==> config.mk <==
export PLATFORM = sky130hd
export DESIGN_NAME = websocket_frame_deframer
export DESIGN_NICKNAME = d
export VERILOG_FILES = /design/src/design/wsd_pkg.sv /design/src/design/wsd_in_stage.sv /design/src/design/wsd_parser.sv /design/src/design/wsd_out_stage.sv /design/src/design/websocket_frame_deframer.sv
export SDC_FILE = /design/constraint.sdc
export NUM_CORES = 1
export LEC_CHECK = 0
export BUFFER_PORTS_ARGS = -buffer_cell sky130_fd_sc_hd__buf_2
export CORE_ASPECT_RATIO = 0.6
export CORE_MARGIN = 2
export CORE_UTILIZATION = 25
export DETAILED_ROUTE_END_ITERATION = 10
export SLEW_MARGIN = 0
export SYNTH_ARGS = -nofsm -noshare
export SYNTH_HDL_FRONTEND = slang
export SYNTH_SLANG_ARGS = --single-unit
export TNS_END_PERCENT = 5
==> constraint.sdc <==
create_clock -name clock -period 6.3 [get_ports clock]
set_clock_uncertainty 0.2 [all_clocks]
set_input_delay 0.63 -clock clock [delete_from_list [all_inputs] [get_ports clock]]
set_output_delay 0.63 -clock clock [all_outputs]
set_load 0.03 [all_outputs]
==> src/design/wsd_pkg.sv <==
// Shared types and constants for the WebSocket frame deframer.
// No dependencies; imported by every module of the block.
package wsd_pkg;

   localparam int unsigned BYTE_W     = 8;
   localparam int unsigned OPCODE_W   = 4;
   localparam int unsigned LEN_W      = 64;
   localparam int unsigned KEY_W      = 32;
   localparam int unsigned HBC_W      = 3;
   localparam int unsigned REQ_DATA_W = 8;
   localparam int unsigned RSP_DATA_W = 16;

   localparam logic [OPCODE_W-1:0] OP_DATA_LAST = 4'h3;
   localparam logic [OPCODE_W-1:0] OP_CTRL_FIRST = 4'h8;
   localparam logic [OPCODE_W-1:0] OP_CTRL_LAST = 4'hB;

   localparam logic [6:0] LEN_CODE_EXT16 = 7'd126;
   localparam logic [6:0] LEN_CODE_EXT64 = 7'd127;

   localparam logic [HBC_W-1:0] EXT16_BYTES = 3'd2;
   localparam logic [HBC_W-1:0] EXT64_BYTES = 3'(8);
   localparam logic [HBC_W-1:0] MASK_BYTES  = 3'd4;

   typedef enum logic [2:0] {
      PH_HDR0,
      PH_HDR1,
      PH_EXT16,
      PH_EXT64,
      PH_MASK,
      PH_PAYLOAD
   } phase_type;

   typedef struct packed {
      logic [BYTE_W-1:0]   payload_byte;
      logic                has_byte;
      logic [OPCODE_W-1:0] opcode;
      logic                fin;
      logic                frame_end;
      logic                bad_opcode;
   } rsp_item_type;

   typedef struct packed {
      logic              valid;
      logic [BYTE_W-1:0] rx_byte;
      logic              buffer_end;
   } req_item_type;

endpackage

==> src/design/wsd_in_stage.sv <==
// Input register for the deframer request channel.
// Depends on wsd_pkg.
module wsd_in_stage (
   input  logic                            clock,
   input  logic                            reset,
   input  logic                            req_tvalid,
   output logic                            req_tready,
   input  logic [wsd_pkg::REQ_DATA_W-1:0]  req_tdata,   // [7:0] rx_byte
   input  logic                            req_tlast,   // buffer_end
   input  logic                            advance,
   output wsd_pkg::req_item_type           item
);
   import wsd_pkg::*;

   logic              valid_ff;
   logic [BYTE_W-1:0] byte_ff;
   logic              last_ff;

   assign req_tready = !valid_ff || advance;

   always_ff @(posedge clock) begin
      if (reset) begin
         valid_ff <= 1'b0;
      end else if (req_tready) begin
         valid_ff <= req_tvalid;
      end
   end

   always_ff @(posedge clock) begin
      if (req_tvalid && req_tready) begin
         byte_ff <= req_tdata[BYTE_W-1:0];
         last_ff <= req_tlast;
      end
   end

   assign item.valid      = valid_ff;
   assign item.rx_byte    = byte_ff;
   assign item.buffer_end = last_ff;

endmodule

==> src/design/wsd_parser.sv <==
// Frame header parser and payload unmasking; holds all frame state.
// Depends on wsd_pkg.
module wsd_parser (
   input  logic                  clock,
   input  logic                  reset,
   input  wsd_pkg::req_item_type item,
   input  logic                  advance,
   output logic                  emit,
   output wsd_pkg::rsp_item_type result
);
   import wsd_pkg::*;

   phase_type             phase_ff, phase_in;
   logic                  fin_ff, fin_in;
   logic [OPCODE_W-1:0]   op_ff, op_in;
   logic                  mask_ff, mask_in;
   logic [HBC_W-1:0]      hbc_ff, hbc_in, hbc_nx, hbc_inc;
   logic [LEN_W-1:0]      rem_ff, rem_in, rem_nx;
   logic [KEY_W-1:0]      key_ff, key_in;
   logic [1:0]            idx_ff, idx_in, idx_nx;
   logic                  disc_ff, disc_in;

   logic                  fire;
   logic [BYTE_W-1:0]     b;
   logic                  bad_hit, len_done, hdr_done, pay_hit, rem_zero;
   logic [BYTE_W-1:0]     key_byte;

   assign fire    = item.valid && advance;
   assign b       = item.rx_byte;
   assign hbc_inc = hbc_ff + 3'd1;

   always_comb begin
      case (idx_ff)
         2'd0:    key_byte = key_ff[31:24];
         2'd1:    key_byte = key_ff[23:16];
         2'd2:    key_byte = key_ff[15:8];
         default: key_byte = key_ff[7:0];
      endcase
   end

   // datapath: field updates and event flags
   always_comb begin
      fin_in   = fin_ff;
      op_in    = op_ff;
      mask_in  = mask_ff;
      hbc_nx   = hbc_ff;
      rem_nx   = rem_ff;
      key_in   = key_ff;
      idx_nx   = idx_ff;
      disc_in  = disc_ff;
      bad_hit  = 1'b0;
      len_done = 1'b0;
      hdr_done = 1'b0;
      pay_hit  = 1'b0;
      if (!disc_ff) begin
         case (phase_ff)
            PH_HDR0: begin
               fin_in = b[7];
               op_in  = b[OPCODE_W-1:0];
               if ((op_in > OP_DATA_LAST && op_in < OP_CTRL_FIRST) || op_in > OP_CTRL_LAST) begin
                  bad_hit = 1'b1;
                  disc_in = 1'b1;
               end
            end
            PH_HDR1: begin
               mask_in = b[7];
               hbc_nx  = '0;
               rem_nx  = '0;
               if (b[6:0] != LEN_CODE_EXT16 && b[6:0] != LEN_CODE_EXT64) begin
                  rem_nx   = LEN_W'(b[6:0]);
                  len_done = 1'b1;
               end
            end
            PH_EXT16, PH_EXT64: begin
               rem_nx = {rem_ff[LEN_W-BYTE_W-1:0], b};
               hbc_nx = hbc_inc;
               if (hbc_inc == ((phase_ff == PH_EXT16) ? EXT16_BYTES : EXT64_BYTES)) begin
                  len_done = 1'b1;
               end
            end
            PH_MASK: begin
               key_in = {key_ff[KEY_W-BYTE_W-1:0], b};
               hbc_nx = hbc_inc;
               if (hbc_inc == MASK_BYTES) begin
                  hdr_done = 1'b1;
               end
            end
            PH_PAYLOAD: begin
               pay_hit = 1'b1;
               idx_nx  = idx_ff + 2'd1;
               rem_nx  = rem_ff - LEN_W'(1);
            end
            default: begin
            end
         endcase
         if (len_done) begin
            hbc_nx = '0;
            if (mask_in) begin
               key_in = '0;
            end else begin
               hdr_done = 1'b1;
            end
         end
         if (hdr_done) begin
            idx_nx = '0;
            hbc_nx = '0;
         end
      end
      rem_zero = (rem_nx == '0);
      hbc_in   = item.buffer_end ? '0 : hbc_nx;
      rem_in   = item.buffer_end ? '0 : rem_nx;
      idx_in   = item.buffer_end ? '0 : idx_nx;
      if (item.buffer_end) begin
         disc_in = 1'b0;
      end
   end

   // next phase
   always_comb begin
      phase_in = phase_ff;
      if (!disc_ff) begin
         case (phase_ff)
            PH_HDR0: begin
               if (!bad_hit) begin
                  phase_in = PH_HDR1;
               end
            end
            PH_HDR1: begin
               if (b[6:0] == LEN_CODE_EXT16) begin
                  phase_in = PH_EXT16;
               end else if (b[6:0] == LEN_CODE_EXT64) begin
                  phase_in = PH_EXT64;
               end
            end
            PH_EXT16, PH_EXT64, PH_MASK: begin
            end
            PH_PAYLOAD: begin
               if (rem_zero) begin
                  phase_in = PH_HDR0;
               end
            end
            default: begin
               phase_in = PH_HDR0;
            end
         endcase
         if (len_done && mask_in) begin
            phase_in = PH_MASK;
         end
         if (hdr_done) begin
            phase_in = rem_zero ? PH_HDR0 : PH_PAYLOAD;
         end
      end
      if (item.buffer_end) begin
         phase_in = PH_HDR0;
      end
   end

   // result
   always_comb begin
      emit                = fire && (bad_hit || pay_hit || (hdr_done && rem_zero));
      result.payload_byte = '0;
      result.has_byte     = pay_hit;
      result.opcode       = op_in;
      result.fin          = fin_in;
      result.frame_end    = (pay_hit || hdr_done) && rem_zero;
      result.bad_opcode   = bad_hit;
      if (pay_hit) begin
         result.payload_byte = mask_ff ? (b ^ key_byte) : b;
      end
   end

   always_ff @(posedge clock) begin
      if (reset) begin
         phase_ff <= PH_HDR0;
         fin_ff   <= 1'b0;
         op_ff    <= '0;
         mask_ff  <= 1'b0;
         hbc_ff   <= '0;
         rem_ff   <= '0;
         key_ff   <= '0;
         idx_ff   <= '0;
         disc_ff  <= 1'b0;
      end else if (fire) begin
         phase_ff <= phase_in;
         fin_ff   <= fin_in;
         op_ff    <= op_in;
         mask_ff  <= mask_in;
         hbc_ff   <= hbc_in;
         rem_ff   <= rem_in;
         key_ff   <= key_in;
         idx_ff   <= idx_in;
         disc_ff  <= disc_in;
      end
   end

endmodule

==> src/design/wsd_out_stage.sv <==
// Result register for the deframer response channel.
// Depends on wsd_pkg.
module wsd_out_stage (
   input  logic                            clock,
   input  logic                            reset,
   input  logic                            emit,
   input  wsd_pkg::rsp_item_type           result,
   output logic                            advance,
   output logic                            rsp_tvalid,
   input  logic                            rsp_tready,
   output logic [wsd_pkg::RSP_DATA_W-1:0]  rsp_tdata,  // [7:0] payload_byte, [8] has_byte,
                                                       // [12:9] opcode, [13] fin, [15:14] zero
   output logic                            rsp_tlast,  // frame_end
   output logic                            rsp_tuser   // bad_opcode
);
   import wsd_pkg::*;

   logic         valid_ff;
   rsp_item_type item_ff;

   assign advance = !valid_ff || rsp_tready;

   always_ff @(posedge clock) begin
      if (reset) begin
         valid_ff <= 1'b0;
      end else if (advance) begin
         valid_ff <= emit;
      end
   end

   always_ff @(posedge clock) begin
      if (advance && emit) begin
         item_ff <= result;
      end
   end

   assign rsp_tvalid = valid_ff;
   assign rsp_tdata  = {2'b00, item_ff.fin, item_ff.opcode, item_ff.has_byte,
                        item_ff.payload_byte};
   assign rsp_tlast  = item_ff.frame_end;
   assign rsp_tuser  = item_ff.bad_opcode;

endmodule

==> src/design/websocket_frame_deframer.sv <==
// Top level of the WebSocket frame deframer: input register, parser, result register.
// Depends on wsd_pkg, wsd_in_stage, wsd_parser, wsd_out_stage.
//
// channel   direction  tdata                       tlast        tuser
// req_      in         [7:0] rx_byte               buffer_end   -
// rsp_      out        [7:0] payload_byte,[8] has,  frame_end    bad_opcode
//                      [12:9] opcode,[13] fin
//
// One byte per cycle sustained while rsp_tready is not stalled; a request is registered in the
// input register and its result in the result register.
// The parser state advances only when the result register can take a new entry.
// Synchronous reset returns the parser to the first header byte.
// A stalled rsp_tready holds the result and backs pressure up to req_tready.
module websocket_frame_deframer (
   input  logic                            clock,
   input  logic                            reset,
   input  logic                            req_tvalid,
   output logic                            req_tready,
   input  logic [wsd_pkg::REQ_DATA_W-1:0]  req_tdata,   // [7:0] rx_byte
   input  logic                            req_tlast,   // buffer_end
   output logic                            rsp_tvalid,
   input  logic                            rsp_tready,
   output logic [wsd_pkg::RSP_DATA_W-1:0]  rsp_tdata,   // [7:0] payload_byte, [8] has_byte,
                                                        // [12:9] opcode, [13] fin, [15:14] zero
   output logic                            rsp_tlast,   // frame_end
   output logic                            rsp_tuser    // bad_opcode
);
   import wsd_pkg::*;

   req_item_type item;
   rsp_item_type result;
   logic         advance;
   logic         emit;

   wsd_in_stage u_in (
      .clock      (clock),
      .reset      (reset),
      .req_tvalid (req_tvalid),
      .req_tready (req_tready),
      .req_tdata  (req_tdata),
      .req_tlast  (req_tlast),
      .advance    (advance),
      .item       (item)
   );

   wsd_parser u_parser (
      .clock   (clock),
      .reset   (reset),
      .item    (item),
      .advance (advance),
      .emit    (emit),
      .result  (result)
   );

   wsd_out_stage u_out (
      .clock      (clock),
      .reset      (reset),
      .emit       (emit),
      .result     (result),
      .advance    (advance),
      .rsp_tvalid (rsp_tvalid),
      .rsp_tready (rsp_tready),
      .rsp_tdata  (rsp_tdata),
      .rsp_tlast  (rsp_tlast),
      .rsp_tuser  (rsp_tuser)
   );

endmodule

==> metrics.txt <==
status finished clean; Starting Density between 20% and 30%; RSZ-0062 raised after global routing false; Hold WC Path Type in2reg; peak fanout along the critical path 16; initial antenna violation count 1; PortBufs 30; slowest stage delay, CP ~740 ps; Max-slew headroom around a quarter; Pre-antenna DRT Iters 6; Synth top area share about a quarter; delay-heaviest family, CP simple AND/OR/NAND/NOR gates; Post-Synth Adder-Cell Area roughly 1.0%; synthesized cell area a little under 0.009 sq mm; number of max-cap violations 0; synthesis-stage register bit count ~140; die width about 240 um; GPL Wtd Cong 1.06; cells after synthesis ~1,200; Yosys Warn Count 0; final net count about 1,200; Final Setup Violations 0; pre-CTS WS about 690 ps; Crit Path Category reg2reg; vias in the first global route 8,386; met1 Track Usage GR 30.3%; first-pass GRT wire length roughly 53,000 um; Worst Hold Margin 160 ps; Core Area around 0.034 sq mm; chip height around 150 um; WP buf/inv 2; Tmin final 5990 ps; DIE AREA 0.0364 sq mm; Post-synth EDFFs 25; worst slew pin tran approximately 1100 ps; met3 Track Usage GR between 8 and 9%; largest net degree at the start of global routing 84; CTS Buf Count 17; Setup crit end kind flop; M2 GR Usage around 22%; Seq/Total Area, Yosys 34.6%; GRT Total Usage approximately 19%; WL/cell approximately 22 um; Pins Over Slew Limit 0; cell count along the critical path 13; post-DP HPWL about 25,000 um; # fillers between 3,000 and 4,000; Leak about 0.0036 uW; crit path max-delay cell type or4b_1; kind of start point of the critical path flop; P per Cell Area roughly 230 mW/mm^2; CTS Sinks between 100 and 150; Arr. time, crit path between 5000 and 6000 ps; R2R cell count 13; Via density between 5 and 6; Root Buffer Master clkbuf_16; Synth area leaders dfxtp_1 (26%), edfxtp_1 (8.6%), nand2_1 (7.1%); Worst EP required approximately 6200 ps; Post-synth ARST share 0%; simple-gate area share of the yosys netlist ~31%; Final WS setup 314 ps; xor/xnor cell area share of the yosys netlist between 1 and 1.5%; gr ovfl total 0; vias about 9,500; Final TNS setup 0 ps; final critical-path share of the clock period 95.0%; main combinational cell family by area after synthesis simple AND/OR/NAND/NOR gates; Worst-Skew Late Latency 440 ps; n_diodes 0; multiplexer share of the synthesized area under 10%; CTS-repair resized insts 0; DRC viols 0; DRT antenna net count 0; share of cells above drive strength 1 between 10% and 20%; # IOs 33; number of setup buffers added after CTS 0; cell taking the most area after synthesis dfxtp_1; final hold viol count 0; Final Util 29.0%; Max VDD drop 159 uV; CTS max path bufs 2; fmax roughly 170 MHz; Hold Crit Depth 1; Netlist cell types 80; worst-path cell chain inv_1, ha_1, or4b_1, or3_1, o311a_1, or3_1, or4_1, nor4_1, nand4_1, or4_4, or2_1, a31oi_2, buf_4; GRT busiest layer met1; wirelength, routed approximately 35,000 um; CTS Hold Bufs 0; CTS HTree Levels 4; First DRT Iteration DRCs roughly 1,900; CTS tree built; commonest register cell after synthesis dfxtp_1; synth-to-layout area growth 13.2%; Mapped Avg Cell Area around 7.5 sq um; most frequent CP cell or3_1; CTS clock-pin slew for the worst setup and hold paths 70 ps; cell row count 52; Synth Area in Compound Gates approximately 25%
==> layout make-up <==
type	instances	area (sq um)	area share, %
Timing Repair Buffer	62	390	3.96
Inverter	15	56.3	0.571
Clock inverter	14	149	1.51
Tap cell	459	574	5.83
Sequential cell	138	3010	30.6
Multi-Input combinational cell	898	5230	53.1
Clock buffer	18	439	4.46
==> placed cells by master, fill, tap and decap left out, types with 6 or more instances in the layout <==
cell       instances
nand2_1          163
nor2_1           142
dfxtp_1          113
a22oi_1           72
a21oi_1           71
o21ai_0           50
nor3_1            44
nor4_1            35
buf_4             32
buf_2             30
or4_1             28
o211ai_1          26
edfxtp_1          25
nand4_1           23
or3_1             21
nand3_1           18
clkbuf_16         17
inv_1             15
xor2_1            11
a31oi_1           10
and3_1             8
nand3b_1           8
a222oi_1           8
nand2b_1           7
nor2b_1            7
nor4b_1            7
a22o_1             7
ha_1               7
or2_2              6
and2_1             6
a32oi_1            6
inv_6              6
==> cell usage after synthesis (all sizes together), types with 12 or more instances <==
master and count:
nand3 18, nand4 24, clkbuf 97, a21oi 72, nor3 46, inv 15, edfxtp 25, nor4 35
or3 21, o21ai 51, nand2 164, nor2 145, buf 12, or4 30, o211ai 26, a22oi 72
dfxtp 113
==> per-layer routing <==
layer | routed length (um) | part of all wire, %
met1 | 16800 | 48
met3 | 5420 | 15
met2 | 12500 | 36
met5 | 58 | 0.16
met4 | 500 | 1.4
==> final timing paths <==
kind                                          from                                to  slack, ps
hold / removal                        req_tdata[3]         u_in.byte_ff[3]$_DFFE_PP_        160
setup reg to reg   u_parser.rem_ff[0]$_SDFFE_PP0P_     u_out.rsp_tdata[13]$_DFFE_PP_        310
hold reg to reg   u_parser.key_ff[30]$_SDFFE_PP0P_  u_parser.key_ff[30]$_SDFFE_PP0P_        260
setup / recovery   u_parser.rem_ff[0]$_SDFFE_PP0P_     u_out.rsp_tdata[13]$_DFFE_PP_        310
==> registers in the layout, indices dropped and copies added, names as in the netlist, 2 cells and up <==
name / count
u_parser.hbc_ff: 3
u_parser.idx_ff: 2
u_parser.key_ff: 32
u_in.byte_ff: 8
u_parser.phase_ff: 3
u_parser.rem_ff: 64
u_out.rsp_tdata: 14
u_parser.op_ff: 4
==> report_power, final <==
| group | internal [uW] | switching (uW) | leakage (uW) | total [uW] |
|---|---|---|---|---|
| sequential | 911 | 19.0 | 0.00116 | 930 |
| clock | 572 | 465 | 0.000290 | 1040 |
| combinational | 72.1 | 181 | 0.00211 | 253 |
| total | 1560 | 665 | 0.00355 | 2220 |
==> cells by family (layout without fill, tap and decap cells) <==
family | count (synthesis) | in the layout
AO/OA/AOI/OAI | 318 | 318
adder cells (fa/ha/maj) | 7 | 7
buffers and inverters | 124 | 109
XOR/XNOR | 12 | 12
AND/OR/NAND/NOR | 549 | 549
multiplexers | 10 | 10
other | 1 | 2
flip-flops | 138 | 138
==> metrics by stage <==
step,std cells,cell area (sq um),power (uW)
floorplan,1160,8710,1100
global placement,1572,9270,1190
detailed placement,1572,9270,1190
CTS,1604,9850,2220
global route,1604,9850,2290
finish,1604,9850,2220
No activity file was read; power rests on OpenSTA's default activity.
